===== src/rtl/core/ecd_pkg.sv =====
// Shared types and constants for the echo escape decoder.
// No dependencies; the front, queue, back and core files use this package.
package ecd_pkg;

    // Octal escape length, the leading '0' included (1 to 3)
    localparam int OCTAL_MAX_DIGITS = 3;

    // Bytes of one decoded input item, handed from front to back
    typedef struct packed {
        logic       two;    // byte1 follows byte0
        logic [7:0] byte0;
        logic [7:0] byte1;
    } ecd_entry_t;

    // Queue status seen by the front and back
    typedef struct packed {
        logic full;
        logic empty;
    } ecd_q_status_t;

endpackage


===== src/rtl/core/ecd_if.sv =====
// Stream interfaces of the escape decoder: text items in, decoded bytes out.
// Depends on nothing; valid/ready handshake, item moves when both are high.
interface ecd_in_if;
    logic       valid;
    logic       ready;
    logic       kind;
    logic [7:0] char_byte;

    modport source (output valid, output kind, output char_byte, input ready);
    modport sink   (input valid, input kind, input char_byte, output ready);
endinterface

interface ecd_out_if;
    logic       valid;
    logic       ready;
    logic [7:0] out_byte;
    logic       last_of_run;

    modport source (output valid, output out_byte, output last_of_run, input ready);
    modport sink   (input valid, input out_byte, input last_of_run, output ready);
endinterface


===== src/rtl/core/ecd_front.sv =====
// Front of the escape decoder: accepts text items, tracks escape state and
// classifies each item into zero, one or two output bytes. Uses ecd_pkg.
module ecd_front (
    input  logic                  clk,
    input  logic                  rst_n,
    input  logic                  escapes_on,
    input  logic                  in_valid,
    output logic                  in_ready,
    input  logic                  in_kind,
    input  logic [7:0]            in_char,
    input  ecd_pkg::ecd_q_status_t q_status,
    output logic                  push,
    output ecd_pkg::ecd_entry_t   push_entry
);

    typedef enum logic [3:0] {
        MODE_NORMAL = 4'b0001,
        MODE_ESCAPE = 4'b0010,
        MODE_OCTAL  = 4'b0100,
        MODE_DROP   = 4'b1000
    } mode_t;

    localparam logic [7:0] BACKSLASH = 8'h5C;
    localparam logic [7:0] CHAR_0    = 8'h30;
    localparam logic [7:0] CHAR_7    = 8'h37;
    localparam logic [1:0] MAX_DIG   = 2'(ecd_pkg::OCTAL_MAX_DIGITS);

    mode_t      mode_reg, mode_next;
    logic [5:0] oct_val_reg, oct_val_next;
    logic [1:0] oct_dig_reg, oct_dig_next;

    logic       accept;
    logic [1:0] n_res;
    logic [7:0] byte0, byte1;
    logic [5:0] oct_sum;
    logic [1:0] oct_inc;
    logic       is_digit;

    assign in_ready = !q_status.full;
    assign accept   = in_valid && in_ready;
    assign oct_sum  = {oct_val_reg[2:0], in_char[2:0]};
    assign oct_inc  = oct_dig_reg + 2'd1;
    assign is_digit = (in_char >= CHAR_0) && (in_char <= CHAR_7);

    // Decode one item: next escape state and the bytes it yields
    always_comb
    begin
        mode_next    = mode_reg;
        oct_val_next = oct_val_reg;
        oct_dig_next = oct_dig_reg;
        n_res        = 2'd0;
        byte0        = 8'h00;
        byte1        = 8'h00;
        if (accept)
        begin
            if (in_kind)
            begin
                // End of string: flush a pending backslash or octal value
                case (mode_reg)
                    MODE_ESCAPE:
                    begin
                        n_res = 2'd1;
                        byte0 = BACKSLASH;
                    end
                    MODE_OCTAL:
                    begin
                        n_res = 2'd1;
                        byte0 = {2'b00, oct_val_reg};
                    end
                    default:
                    begin
                        n_res = 2'd0;
                    end
                endcase
                mode_next    = MODE_NORMAL;
                oct_val_next = 6'd0;
                oct_dig_next = 2'd0;
            end
            else if (!escapes_on)
            begin
                // Pass through and drop any pending escape
                mode_next    = MODE_NORMAL;
                oct_val_next = 6'd0;
                oct_dig_next = 2'd0;
                n_res        = 2'd1;
                byte0        = in_char;
            end
            else
            begin
                case (mode_reg)
                    MODE_NORMAL:
                    begin
                        if (in_char == BACKSLASH)
                        begin
                            mode_next = MODE_ESCAPE;
                        end
                        else
                        begin
                            n_res = 2'd1;
                            byte0 = in_char;
                        end
                    end
                    MODE_ESCAPE:
                    begin
                        mode_next = MODE_NORMAL;
                        n_res     = 2'd1;
                        case (in_char)
                            8'h61: byte0 = 8'd7;    // a
                            8'h62: byte0 = 8'd8;    // b
                            8'h65: byte0 = 8'd27;   // e
                            8'h66: byte0 = 8'd12;   // f
                            8'h6E: byte0 = 8'd10;   // n
                            8'h72: byte0 = 8'd13;   // r
                            8'h74: byte0 = 8'd9;    // t
                            8'h76: byte0 = 8'd11;   // v
                            BACKSLASH, 8'h27, 8'h22, 8'h3F: byte0 = in_char;
                            8'h63:
                            begin
                                // Backslash-c: silence until end of string
                                mode_next = MODE_DROP;
                                n_res     = 2'd0;
                            end
                            CHAR_0:
                            begin
                                oct_val_next = 6'd0;
                                if (2'd1 >= MAX_DIG)
                                begin
                                    oct_dig_next = 2'd0;
                                    byte0        = 8'h00;
                                end
                                else
                                begin
                                    oct_dig_next = 2'd1;
                                    mode_next    = MODE_OCTAL;
                                    n_res        = 2'd0;
                                end
                            end
                            default:
                            begin
                                // Unknown escape: keep backslash and byte
                                n_res = 2'd2;
                                byte0 = BACKSLASH;
                                byte1 = in_char;
                            end
                        endcase
                    end
                    MODE_OCTAL:
                    begin
                        if (is_digit)
                        begin
                            oct_val_next = oct_sum;
                            oct_dig_next = oct_inc;
                            if (oct_inc >= MAX_DIG)
                            begin
                                n_res        = 2'd1;
                                byte0        = {2'b00, oct_sum};
                                mode_next    = MODE_NORMAL;
                                oct_val_next = 6'd0;
                                oct_dig_next = 2'd0;
                            end
                        end
                        else
                        begin
                            // Early end: emit value, then treat byte as normal
                            n_res        = 2'd1;
                            byte0        = {2'b00, oct_val_reg};
                            mode_next    = MODE_NORMAL;
                            oct_val_next = 6'd0;
                            oct_dig_next = 2'd0;
                            if (in_char == BACKSLASH)
                            begin
                                mode_next = MODE_ESCAPE;
                            end
                            else
                            begin
                                n_res = 2'd2;
                                byte1 = in_char;
                            end
                        end
                    end
                    default:
                    begin
                        n_res = 2'd0;
                    end
                endcase
            end
        end
    end

    // Hand nonempty results to the queue
    assign push             = n_res != 2'd0;
    assign push_entry.two   = n_res == 2'd2;
    assign push_entry.byte0 = byte0;
    assign push_entry.byte1 = byte1;

    // Hold escape state
    always_ff @(posedge clk or negedge rst_n)
    begin
        if (!rst_n)
        begin
            mode_reg    <= MODE_NORMAL;
            oct_val_reg <= 6'd0;
            oct_dig_reg <= 2'd0;
        end
        else
        begin
            mode_reg    <= mode_next;
            oct_val_reg <= oct_val_next;
            oct_dig_reg <= oct_dig_next;
        end
    end

    a_end_clears: assert property (@(posedge clk) disable iff (!rst_n)
        accept && in_kind |=> mode_reg == MODE_NORMAL && oct_dig_reg == 2'd0)
        else $error("end item did not clear escape state");

    a_oct_digits: assert property (@(posedge clk) disable iff (!rst_n)
        mode_reg == MODE_OCTAL |-> oct_dig_reg != 2'd0 && oct_dig_reg < MAX_DIG)
        else $error("octal digit count out of range");

    a_pass_through: assert property (@(posedge clk) disable iff (!rst_n)
        accept && !in_kind && !escapes_on |-> push && !push_entry.two)
        else $error("pass-through item did not yield one byte");

endmodule


===== src/rtl/core/ecd_queue.sv =====
// Short queue of decoded entries between the front and back of the decoder.
// Uses ecd_pkg for the entry and status types.
module ecd_queue #(
    parameter int DEPTH = 4
) (
    input  logic                   clk,
    input  logic                   rst_n,
    input  logic                   push,
    input  ecd_pkg::ecd_entry_t    push_entry,
    input  logic                   pop,
    output ecd_pkg::ecd_entry_t    head,
    output ecd_pkg::ecd_q_status_t status
);

    localparam int PTR_W = (DEPTH > 1) ? $clog2(DEPTH) : 1;
    localparam int CNT_W = $clog2(DEPTH + 1);
    localparam logic [PTR_W-1:0] LAST_PTR = PTR_W'(DEPTH - 1);
    localparam logic [CNT_W-1:0] FULL_CNT = CNT_W'(DEPTH);
    localparam logic [PTR_W-1:0] PTR_ONE  = PTR_W'(1);
    localparam logic [CNT_W-1:0] CNT_ONE  = CNT_W'(1);

    ecd_pkg::ecd_entry_t   mem [DEPTH];
    logic [PTR_W-1:0]      wr_ptr_reg, wr_ptr_next;
    logic [PTR_W-1:0]      rd_ptr_reg, rd_ptr_next;
    logic [CNT_W-1:0]      count_reg, count_next;

    assign status.full  = count_reg == FULL_CNT;
    assign status.empty = count_reg == '0;
    assign head         = mem[rd_ptr_reg];

    // Advance pointers and fill count
    always_comb
    begin
        wr_ptr_next = wr_ptr_reg;
        rd_ptr_next = rd_ptr_reg;
        count_next  = count_reg;
        if (push)
        begin
            wr_ptr_next = (wr_ptr_reg == LAST_PTR) ? '0 : wr_ptr_reg + PTR_ONE;
        end
        if (pop)
        begin
            rd_ptr_next = (rd_ptr_reg == LAST_PTR) ? '0 : rd_ptr_reg + PTR_ONE;
        end
        if (push && !pop)
        begin
            count_next = count_reg + CNT_ONE;
        end
        else if (pop && !push)
        begin
            count_next = count_reg - CNT_ONE;
        end
    end

    always_ff @(posedge clk or negedge rst_n)
    begin
        if (!rst_n)
        begin
            wr_ptr_reg <= '0;
            rd_ptr_reg <= '0;
            count_reg  <= '0;
        end
        else
        begin
            wr_ptr_reg <= wr_ptr_next;
            rd_ptr_reg <= rd_ptr_next;
            count_reg  <= count_next;
        end
    end

    // Store entries
    always_ff @(posedge clk)
    begin
        if (push)
        begin
            mem[wr_ptr_reg] <= push_entry;
        end
    end

    a_no_overflow: assert property (@(posedge clk) disable iff (!rst_n)
        status.full |-> !push)
        else $error("push into full queue");

    a_no_underflow: assert property (@(posedge clk) disable iff (!rst_n)
        status.empty |-> !pop)
        else $error("pop from empty queue");

endmodule


===== src/rtl/core/ecd_back.sv =====
// Back of the escape decoder: plays out queued entries one byte per cycle
// while out_ready is high and marks the last byte of each item. Uses ecd_pkg.
module ecd_back (
    input  logic                   clk,
    input  logic                   rst_n,
    input  ecd_pkg::ecd_entry_t    head,
    input  ecd_pkg::ecd_q_status_t q_status,
    output logic                   pop,
    output logic                   out_valid,
    input  logic                   out_ready,
    output logic [7:0]             out_byte,
    output logic                   last_of_run
);

    logic second_reg, second_next;
    logic take;

    // Show the current byte of the head entry
    assign out_valid   = !q_status.empty;
    assign out_byte    = second_reg ? head.byte1 : head.byte0;
    assign last_of_run = second_reg || !head.two;
    assign take        = out_valid && out_ready;
    assign pop         = take && last_of_run;

    // Step to the second byte, back to the first on pop
    always_comb
    begin
        second_next = second_reg;
        if (take)
        begin
            second_next = !last_of_run;
        end
    end

    always_ff @(posedge clk or negedge rst_n)
    begin
        if (!rst_n)
        begin
            second_reg <= 1'b0;
        end
        else
        begin
            second_reg <= second_next;
        end
    end

    a_second_has_entry: assert property (@(posedge clk) disable iff (!rst_n)
        second_reg |-> !q_status.empty && head.two)
        else $error("second byte pending without a two-byte entry");

endmodule


===== src/rtl/core/echo_escape_decoder_core.sv =====
// Echo-style backslash escape decoder. Takes one text item per cycle on
// text while the queue has room (kind 0 = byte, kind 1 = end of string) and
// yields decoded bytes on decoded, last_of_run high on the final byte caused
// by each item. Items that yield one byte or none sustain one item per cycle
// while decoded is ready; an item that yields two bytes (unknown escape,
// octal escape ended by a plain byte) holds the single output port of the
// back end for both; the QUEUE_DEPTH-entry queue absorbs the difference.
// escapes_on resets to 1 and is written through cfg_we / cfg_data; the user
// must write it only while the block is idle; the block does not enforce it.
module echo_escape_decoder_core #(
    parameter int QUEUE_DEPTH = 4
) (
    input  logic      clk,
    input  logic      rst_n,
    ecd_in_if.sink    text,
    ecd_out_if.source decoded,
    input  logic      cfg_we,
    input  logic      cfg_data
);

    logic                   escapes_on_reg;
    logic                   push;
    logic                   pop;
    ecd_pkg::ecd_entry_t    push_entry;
    ecd_pkg::ecd_entry_t    head;
    ecd_pkg::ecd_q_status_t q_status;

    // Hold the escape enable register
    always_ff @(posedge clk or negedge rst_n)
    begin
        if (!rst_n)
        begin
            escapes_on_reg <= 1'b1;
        end
        else if (cfg_we)
        begin
            escapes_on_reg <= cfg_data;
        end
    end

    ecd_front u_front (
        .clk        (clk),
        .rst_n      (rst_n),
        .escapes_on (escapes_on_reg),
        .in_valid   (text.valid),
        .in_ready   (text.ready),
        .in_kind    (text.kind),
        .in_char    (text.char_byte),
        .q_status   (q_status),
        .push       (push),
        .push_entry (push_entry)
    );

    ecd_queue #(
        .DEPTH (QUEUE_DEPTH)
    ) u_queue (
        .clk        (clk),
        .rst_n      (rst_n),
        .push       (push),
        .push_entry (push_entry),
        .pop        (pop),
        .head       (head),
        .status     (q_status)
    );

    ecd_back u_back (
        .clk         (clk),
        .rst_n       (rst_n),
        .head        (head),
        .q_status    (q_status),
        .pop         (pop),
        .out_valid   (decoded.valid),
        .out_ready   (decoded.ready),
        .out_byte    (decoded.out_byte),
        .last_of_run (decoded.last_of_run)
    );

endmodule

===== src/flat_wrapper.sv =====
// flat-port wrapper written by rule: the top's interface ports become plain ports
module echo_escape_decoder_core_flat 
#(
    parameter int QUEUE_DEPTH = 4
)
  (clk, rst_n, cfg_we, cfg_data, text_valid, text_kind, text_char_byte, text_ready, decoded_valid, decoded_out_byte, decoded_last_of_run, decoded_ready);
  ecd_in_if text_i ();
  ecd_out_if decoded_i ();
  input  logic clk;
  input  logic rst_n;
  input  logic cfg_we;
  input  logic cfg_data;
  input wire logic [$bits(text_i.valid)-1:0] text_valid;
  input wire logic [$bits(text_i.kind)-1:0] text_kind;
  input wire logic [$bits(text_i.char_byte)-1:0] text_char_byte;
  output wire logic [$bits(text_i.ready)-1:0] text_ready;
  output wire logic [$bits(decoded_i.valid)-1:0] decoded_valid;
  output wire logic [$bits(decoded_i.out_byte)-1:0] decoded_out_byte;
  output wire logic [$bits(decoded_i.last_of_run)-1:0] decoded_last_of_run;
  input wire logic [$bits(decoded_i.ready)-1:0] decoded_ready;
  assign text_i.valid = text_valid;
  assign text_i.kind = text_kind;
  assign text_i.char_byte = text_char_byte;
  assign text_ready = text_i.ready;
  assign decoded_valid = decoded_i.valid;
  assign decoded_out_byte = decoded_i.out_byte;
  assign decoded_last_of_run = decoded_i.last_of_run;
  assign decoded_i.ready = decoded_ready;
  echo_escape_decoder_core #(.QUEUE_DEPTH(QUEUE_DEPTH)) u_core (.clk(clk), .rst_n(rst_n), .text(text_i), .decoded(decoded_i), .cfg_we(cfg_we), .cfg_data(cfg_data));
endmodule

===== config.mk =====
export PLATFORM = sky130hd
export DESIGN_NAME = echo_escape_decoder_core_flat
export DESIGN_NICKNAME = d
export VERILOG_FILES = /design/src/rtl/core/ecd_pkg.sv /design/src/rtl/core/ecd_if.sv /design/src/rtl/core/ecd_front.sv /design/src/rtl/core/ecd_queue.sv /design/src/rtl/core/ecd_back.sv /design/src/rtl/core/echo_escape_decoder_core.sv /design/src/flat_wrapper.sv
export SDC_FILE = /design/constraint.sdc
export NUM_CORES = 1
export LEC_CHECK = 0
export BUFFER_PORTS_ARGS = -buffer_cell sky130_fd_sc_hd__buf_2
export CAP_MARGIN = 5
export CORE_ASPECT_RATIO = 0.7
export CORE_MARGIN = 10
export CORE_UTILIZATION = 55
export DETAILED_ROUTE_END_ITERATION = 8
export PLACE_DENSITY = 0.76
export SLEW_MARGIN = 25
export SYNTH_ARGS = -nofsm -noshare
export SYNTH_HDL_FRONTEND = slang
export SYNTH_SLANG_ARGS = --single-unit

===== constraint.sdc =====
create_clock -name clk -period 2.8 [get_ports clk]
set_input_delay 0.56 -clock clk [delete_from_list [all_inputs] [get_ports clk]]
set_output_delay 0.56 -clock clk [all_outputs]
set_load 0.1 [all_outputs]

==> flow_metrics.py, run 1 <==
metrics = {
    "outcome": {
        "outcome": "finished clean",
    },
    "worst_setup_path": {
        "reg2reg_depth": 11,
        "reg2reg_slack_ns": 0.10,
        "arrival_ns": 2.96,
        "crit_required_ns": 3.02,
        "timing.rr.end": "u_core.u_queue.count_reg[2]$_DFFE_PN0P_",
        "critPathBufInv": 4,
        "path_cells": "clkbuf_4, buf_4, nor4b_4, buf_4, o21a_1, nand2b_4, nor3_4, o21ai_2, o32ai_4, ha_2, inv_2, fa_2, mux2_2",
        "crit_fanout": 6,
        "crit_top_cell": "buf_4",
        "critPathTopFamily": "adder cells",
        "path_class": "in2reg",
        "r2r-start": "u_core.u_front.mode_reg[1]$_DFFE_PN0P_",
        "critPathCaptureType": "flip-flop",
        "cp-start-kind": "input pin",
        "cp_slowest_cell": "fa_2",
        "max_stage_delay_ns": 0.43,
    },
    "grt": {
        "grt_usage_pct": 18.7,
        "grt_overflow": 0,
        "grt_max_degree": 22,
        "grt_pass1_vias": 3303,
        "antenna_found_initial": 0,
        "grt_first_pass_wirelength_mm": 18.3,
    },
    "yosys": {
        "ys_top_cells_by_count": "edfxtp_1 (68), nand2_1 (30), dfrtp_1 (19), mux4_2 (17), a21oi_1 (15)",
        "syn_avg_cell_area_um2": 13.6,
        "ys_seq_elements": 89,
        "yosys.area.top_type": "edfxtp_1",
        "synthArstFlopShare_pct": 23.6,
        "synth_area_mm2": 0.00464,
        "yosysSeqAreaShare_pct": 55.4,
        "netlist.area_leader.share_pct": 44.0,
        "synth-edff-count": 68,
        "ys_types": 71,
        "synth.net_count": 364,
        "synthCells": 342,
        "ys_dominant_reg_cell": "edfxtp_1",
        "yosys.cell_count.top_type": "edfxtp_1",
        "yosysWarnings": 0,
        "synth_area_leaders": "edfxtp_1 (44%), dfrtp_1 (10%), mux4_2 (8.3%)",
    },
    "sta": {
        "final_max_slew_viol_count": 0,
        "worstMarginPinSlew_ns": 0.607,
        "fin_ws_ns": 0.0654,
        "hold_viol": 0,
        "slew_headroom_pct": 59.3,
        "setup_viol": 0,
        "clock.fmax_mhz": 366,
        "fin_crit_sh_pct": 97.7,
        "tns_ns": 0,
        "rsz0062_at_grt": "yes",
        "fin_crit_ns": 2.73,
        "final.setup_skew_ns": 0.00952,
    },
    "layout": {
        "diodes": 0,
        "drive_above_1_share_pct": 40.6,
        "syn_to_final_growth_pct": 24.9,
        "largest_register_ffs": 68,
        "stdcell_count": 535,
        "num-nets-final": 451,
        "fin_util_pct": 72.0,
    },
    "die": {
        "core_area_mm2": 0.00804,
        "die_w_um": 130,
        "fp.dieArea_mm2": 0.0126,
        "start_util_pct": 57.7,
        "io_pins": 26,
        "die_h_um": 96.8,
        "rows": 27,
    },
    "routing": {
        "wl_mm": 11.7,
        "wire_per_inst_um": 21.8,
        "drc": 0,
        "dr.pass1.iters": 5,
        "ant_nets": 0,
        "via_per_inst": 6.22,
        "via_count": 3327,
        "first_iter_violations": 385,
    },
    "clocking": {
        "clock_sinks": 89,
        "clk_latency_ns": 0.34,
        "cts_tree": "yes",
        "cts_max_level": 3,
        "cts_buffer_depth": 2,
        "cts_root_buffer": "clkbuf_16",
        "cts_buffers": 9,
        "path_clk_slew_ns": 0.07,
    },
    "place": {
        "placed_cells": 516,
        "dp_hpwl_mm": 8.44,
        "numPortBuffers": 25,
        "gp_congestion": 1.02,
        "post-place-ws_ns": -0.274,
    },
    "pwr": {
        "leakage_uw": 0.00221,
        "power.density_mw_per_mm2": 955,
        "peakVddDrop_mv": 1.14,
    },
    "worst_hold_path": {
        "hp-class": "in2async",
    },
    "run": {
        "cap_viol_max_count": 0,
    },
}
report_power, final:
part / switching [µW] / internal [µW]
sequential: 129 / 1660
combinational: 1650 / 917
clock: 481 / 691
timing repair:
action / in CTS / in global routing
resized for setup: 0 / 19
setup endpoints to repair: 0 / 2
buffers inserted: 0 / 3
hold buffers: 0 / 0
cell usage in the layout (no fill, tap or decap), types with 3 or more instances in the layout:
| cell type | netlist | routed |
|---|---|---|
| a22o_1 | 7 | 7 |
| nand3_1 | 4 | 4 |
| xor2_1 | 3 | 3 |
| o21a_1 | 3 | 3 |
| ha_1 | 6 | 5 |
| dfrtp_1 | 19 | 18 |
| clkbuf_16 | 0 | 9 |
| edfxtp_1 | 68 | 68 |
| nor2_1 | 12 | 11 |
| o21ai_0 | 14 | 14 |
| mux4_2 | 17 | 17 |
| nand2_1 | 30 | 29 |
| mux2_2 | 11 | 11 |
| buf_4 | 3 | 65 |
| inv_1 | 6 | 5 |
| a31oi_1 | 3 | 3 |
| a211oi_1 | 4 | 4 |
| nand2b_1 | 5 | 3 |
| and3_1 | 6 | 6 |
| a21oi_1 | 15 | 14 |
| buf_2 | 4 | 19 |
| nor3_1 | 7 | 7 |
| buf_12 | 0 | 7 |
| nor4b_4 | 1 | 3 |
| a221oi_1 | 4 | 4 |
| and2_1 | 10 | 10 |
| a211o_1 | 3 | 3 |
| nor2b_1 | 7 | 7 |
final cells by class:
| type | instances | area, µm² |
|---|---|---|
| Timing Repair Buffer | 93 | 738 |
| Tap cell | 101 | 126 |
| Multi-Input combinational cell | 228 | 2030 |
| Clock inverter | 7 | 68.8 |
| Inverter | 8 | 30.0 |
| Clock buffer | 9 | 225 |
| Sequential cell | 89 | 2570 |
| Fill cell | 561 | 2250 |
routing by layer:
| layer | vias up | part of all wire [%] | GRT usage, % |
|---|---|---|---|
| met2 | 169 | 45 | 26.1 |
| li1 | 1515 | - | - |
| met4 | 0 | 0.87 | 4.79 |
| met3 | 12 | 10 | 6.04 |
| met5 | - | 0 | 0 |
| met1 | 1631 | 44 | 27.2 |
worst reg2reg max path, cell delays in order, from the launching register on:
cell	delay, ns
dfrtp_1	0.43
or4b_1	0.58
buf_4	0.18
nor2_2	0.15
o21ai_2	0.10
o32ai_4	0.16
ha_2	0.24
inv_2	0.05
fa_2	0.34
xor2_1	0.14
nor2_1	0.06
xor2_1	0.15
kinds of logic (layout without fill, tap and decap cells):
group,Yosys count,count (layout),synth area share (%)
AND/OR/NAND/NOR,111,111,15.1
flip-flops,89,89,55.4
AO/OA/AOI/OAI,74,74,11.7
multiplexers,30,30,11.6
buffers and inverters,25,117,3.02
adder cells (fa/ha/maj),7,7,2.05
XOR/XNOR,6,6,1.13
worst max path at each step:
stage	from	end	slack, ns	cells after the start
6_report	text_char_byte[7]	u_core.u_queue.count_reg[1]$_DFFE_PN0P_	0.07	13
5_1_grt	text_char_byte[7]	u_core.u_queue.count_reg[2]$_DFFE_PN0P_	-0.07	14
4_1_cts	u_core.u_front.mode_reg[2]$_DFFE_PN0P_	u_core.u_queue.count_reg[2]$_DFFE_PN0P_	0.05	11
3_5_place_dp	text_char_byte[0]	u_core.u_queue.count_reg[2]$_DFFE_PN0P_	-0.27	14
3_3_place_gp	text_char_byte[0]	u_core.u_queue.count_reg[2]$_DFFE_PN0P_	-0.21	12
2_1_floorplan	text_char_byte[2]	u_core.u_queue.count_reg[2]$_DFFE_PN0P_	-0.11	12
through the flow:
step	instance area (µm²)	hold slack (ns)	total power (µW)
final	5790	0.183	5530
after global routing	5790	0.197	5790
after CTS	5690	0.185	5540
after detailed placement	5400	0.501	4340
after global placement	5400	0.495	4300
after floorplan	4680	0.264	3700
Note: power is estimated with default switching activity, not from simulation.
==> inputs of run 2 (changes only) <==
PLACE_DENSITY = 0.78   (was 0.76)
==> run 2 against run 1 <==
Compared with the run above:
- first-iteration DRC count down 1.6%
- design area up 0.48%
- utilization up 0.34 points
- sequential cell count is the same
- fmax rose by 0.97%
- sequential share of layout area fell by 0.21 points
- total power grew 0.25%
- non-clock buffer count increased by 1
- register-to-register slack about the same
- worst hold slack got worse by 0.0041 ns
- die area did not move
==> flow_metrics.py, run 2 (same netlist as run 1, synthesis figures left out) <==
metrics = {
    "worst_setup_path": {
        "reg2reg_slack_ns": 0.09,
        "cp-start-kind": "flip-flop",
        "crit_fanout": 4,
        "arrival_ns": 2.96,
        "critPathCaptureType": "flip-flop",
        "r2r-start": "u_core.u_front.mode_reg[1]$_DFFE_PN0P_",
        "timing.rr.end": "u_core.u_queue.count_reg[2]$_DFFE_PN0P_",
        "crit_required_ns": 3.05,
        "setup.worst_path.start": "u_core.u_front.mode_reg[1]$_DFFE_PN0P_",
        "reg2reg_depth": 9,
        "path_class": "reg2reg",
    },
    "routing": {
        "dr.pass1.iters": 5,
        "first_iter_violations": 379,
        "drc": 0,
        "ant_nets": 0,
        "via_per_inst": 6.13,
        "wl_mm": 11.5,
        "wire_per_inst_um": 21.4,
        "via_count": 3287,
    },
    "layout": {
        "syn_to_final_growth_pct": 25.5,
        "largest_register_ffs": 68,
        "postLayoutCellArea_mm2": 0.00582,
        "layout_common_cells": "edfxtp_1 (68), buf_4 (62), nand2_1 (29), buf_2 (18), dfrtp_1 (18)",
        "diodes": 0,
        "num-nets-final": 452,
        "final_common_cell": "edfxtp_1",
        "drive_above_1_share_pct": 41.1,
        "nFillCells": 562,
    },
    "run": {
        "cap_viol_max_count": 0,
    },
    "pwr": {
        "p_int_uw": 3260,
        "leakage_uw": 0.00221,
        "swShare_pct": 41.2,
        "pwr-share-comb_pct": 46.3,
        "peakVddDrop_mv": 0.954,
        "power.density_mw_per_mm2": 953,
        "pwr-share-seq_pct": 32.0,
        "p_total_uw": 5540,
        "pwr-share-clk_pct": 21.7,
        "power.switching_uw": 2280,
    },
    "sta": {
        "worstMarginPinSlew_ns": 0.662,
        "hold_viol": 0,
        "setup_viol": 0,
        "final.setup_skew_ns": 0.00753,
        "rsz0062_at_grt": "yes",
        "hold_slack_ns": 0.179,
        "final_max_slew_viol_count": 0,
        "fin_crit_ns": 2.71,
        "clock.fmax_mhz": 369,
        "slew_headroom_pct": 55.5,
        "fin_crit_sh_pct": 96.7,
    },
    "die": {
        "io_pins": 26,
        "start_util_pct": 57.7,
        "die_w_um": 130,
        "core_area_mm2": 0.00804,
        "rows": 27,
        "die_h_um": 96.8,
        "fp.dieArea_mm2": 0.0126,
    },
    "clocking": {
        "cts_tree": "yes",
        "cts_buffer_depth": 2,
        "cts_root_buffer": "clkbuf_16",
        "clock_sinks": 89,
        "cts_buffers": 9,
        "cts_max_level": 3,
        "path_clk_slew_ns": 0.07,
        "clk_latency_ns": 0.33,
    },
    "outcome": {
        "outcome": "finished clean",
    },
    "grt": {
        "grt_pass1_vias": 3257,
        "grt_max_degree": 22,
        "grt_overflow": 0,
        "grt_usage_pct": 18.3,
        "grt_first_pass_wirelength_mm": 18.0,
        "antenna_found_initial": 0,
    },
    "worst_hold_path": {
        "hp-class": "in2async",
    },
    "place": {
        "numPortBuffers": 25,
        "gp_congestion": 1.04,
        "dp_hpwl_mm": 8.19,
        "dpl-instance-area_mm2": 0.00534,
    },
}
-- run 2: cell count changes in the layout (fill, tap and decap cells not counted), sizes merged --
cell and delta:
buf +2, clkinvlp +2, clkinv -3, clkbuf -1, inv +1
-- run 2: stage by stage --
stage | instances | setup WS [ns] | utilization [%] | TNS [ns]
6_report | 536 | 0.0916 | 72.3 | 0
5_1_grt | 536 | -0.0116 | 72.3 | -0.0116
4_1_cts | 529 | 0.0370 | 70.3 | 0
3_5_place_dp | 513 | -0.299 | 66.5 | -2.85
3_3_place_gp | 513 | -0.204 | 66.5 | -0.753
2_1_floorplan | 342 | -0.107 | - | -0.192
-- run 2: power groups by stage --
stage / Combinational, µW / Clock, µW / Sequential (µW)
floorplan: 1950 / 0 / 1750
global placement: 2470 / 0 / 1780
detailed placement: 2500 / 0 / 1800
CTS: 2530 / 1220 / 1780
global route: 2730 / 1270 / 1800
finish: 2560 / 1200 / 1780
-- run 2: repair_timing --
item / CTS / global route
setup endpoints to repair: 3 / 2
pin swaps: 0 / 14
resized for setup: 2 / 32
buffers inserted: 0 / 7
hold endpoints to repair: 0 / 0
hold buffers: 0 / 0
-- run 2: cell type report --
cell class	instances	area, µm²	area share, %
flip-flops and latches	89	2570	44.2
multi-input cells	228	2020	34.7
repair buffers	94	769	13.2
inverters	8	30.0	0.516
clock inverters	7	76.3	1.31
well taps	101	126	2.17
clock buffers	9	225	3.87
-- run 2: worst max-delay path: stages, from the launching register on --
cell      delay, ns
dfrtp_1        0.42
or4b_1         0.60
o2111a_2       0.32
o32ai_4        0.23
ha_2           0.24
inv_2          0.04
fa_2           0.34
xor2_1         0.14
nor2_1         0.13
xor2_1         0.16
-- run 2: layer usage --
metal | track usage, % | routed length (µm)
met4 | 2.74 | 24
met1 | 27.1 | 5240
met3 | 5.82 | 1120
met2 | 26.0 | 5090
met5 | 0 | 0
-- run 2: worst max path at each step --
stage | to
after floorplan | u_core.u_queue.count_reg[2]$_DFFE_PN0P_
after global placement | u_core.u_queue.count_reg[2]$_DFFE_PN0P_
after detailed placement | u_core.u_queue.count_reg[2]$_DFFE_PN0P_
after CTS | u_core.u_queue.count_reg[2]$_DFFE_PN0P_
after global routing | u_core.u_queue.count_reg[2]$_DFFE_PN0P_
final | u_core.u_queue.count_reg[2]$_DFFE_PN0P_
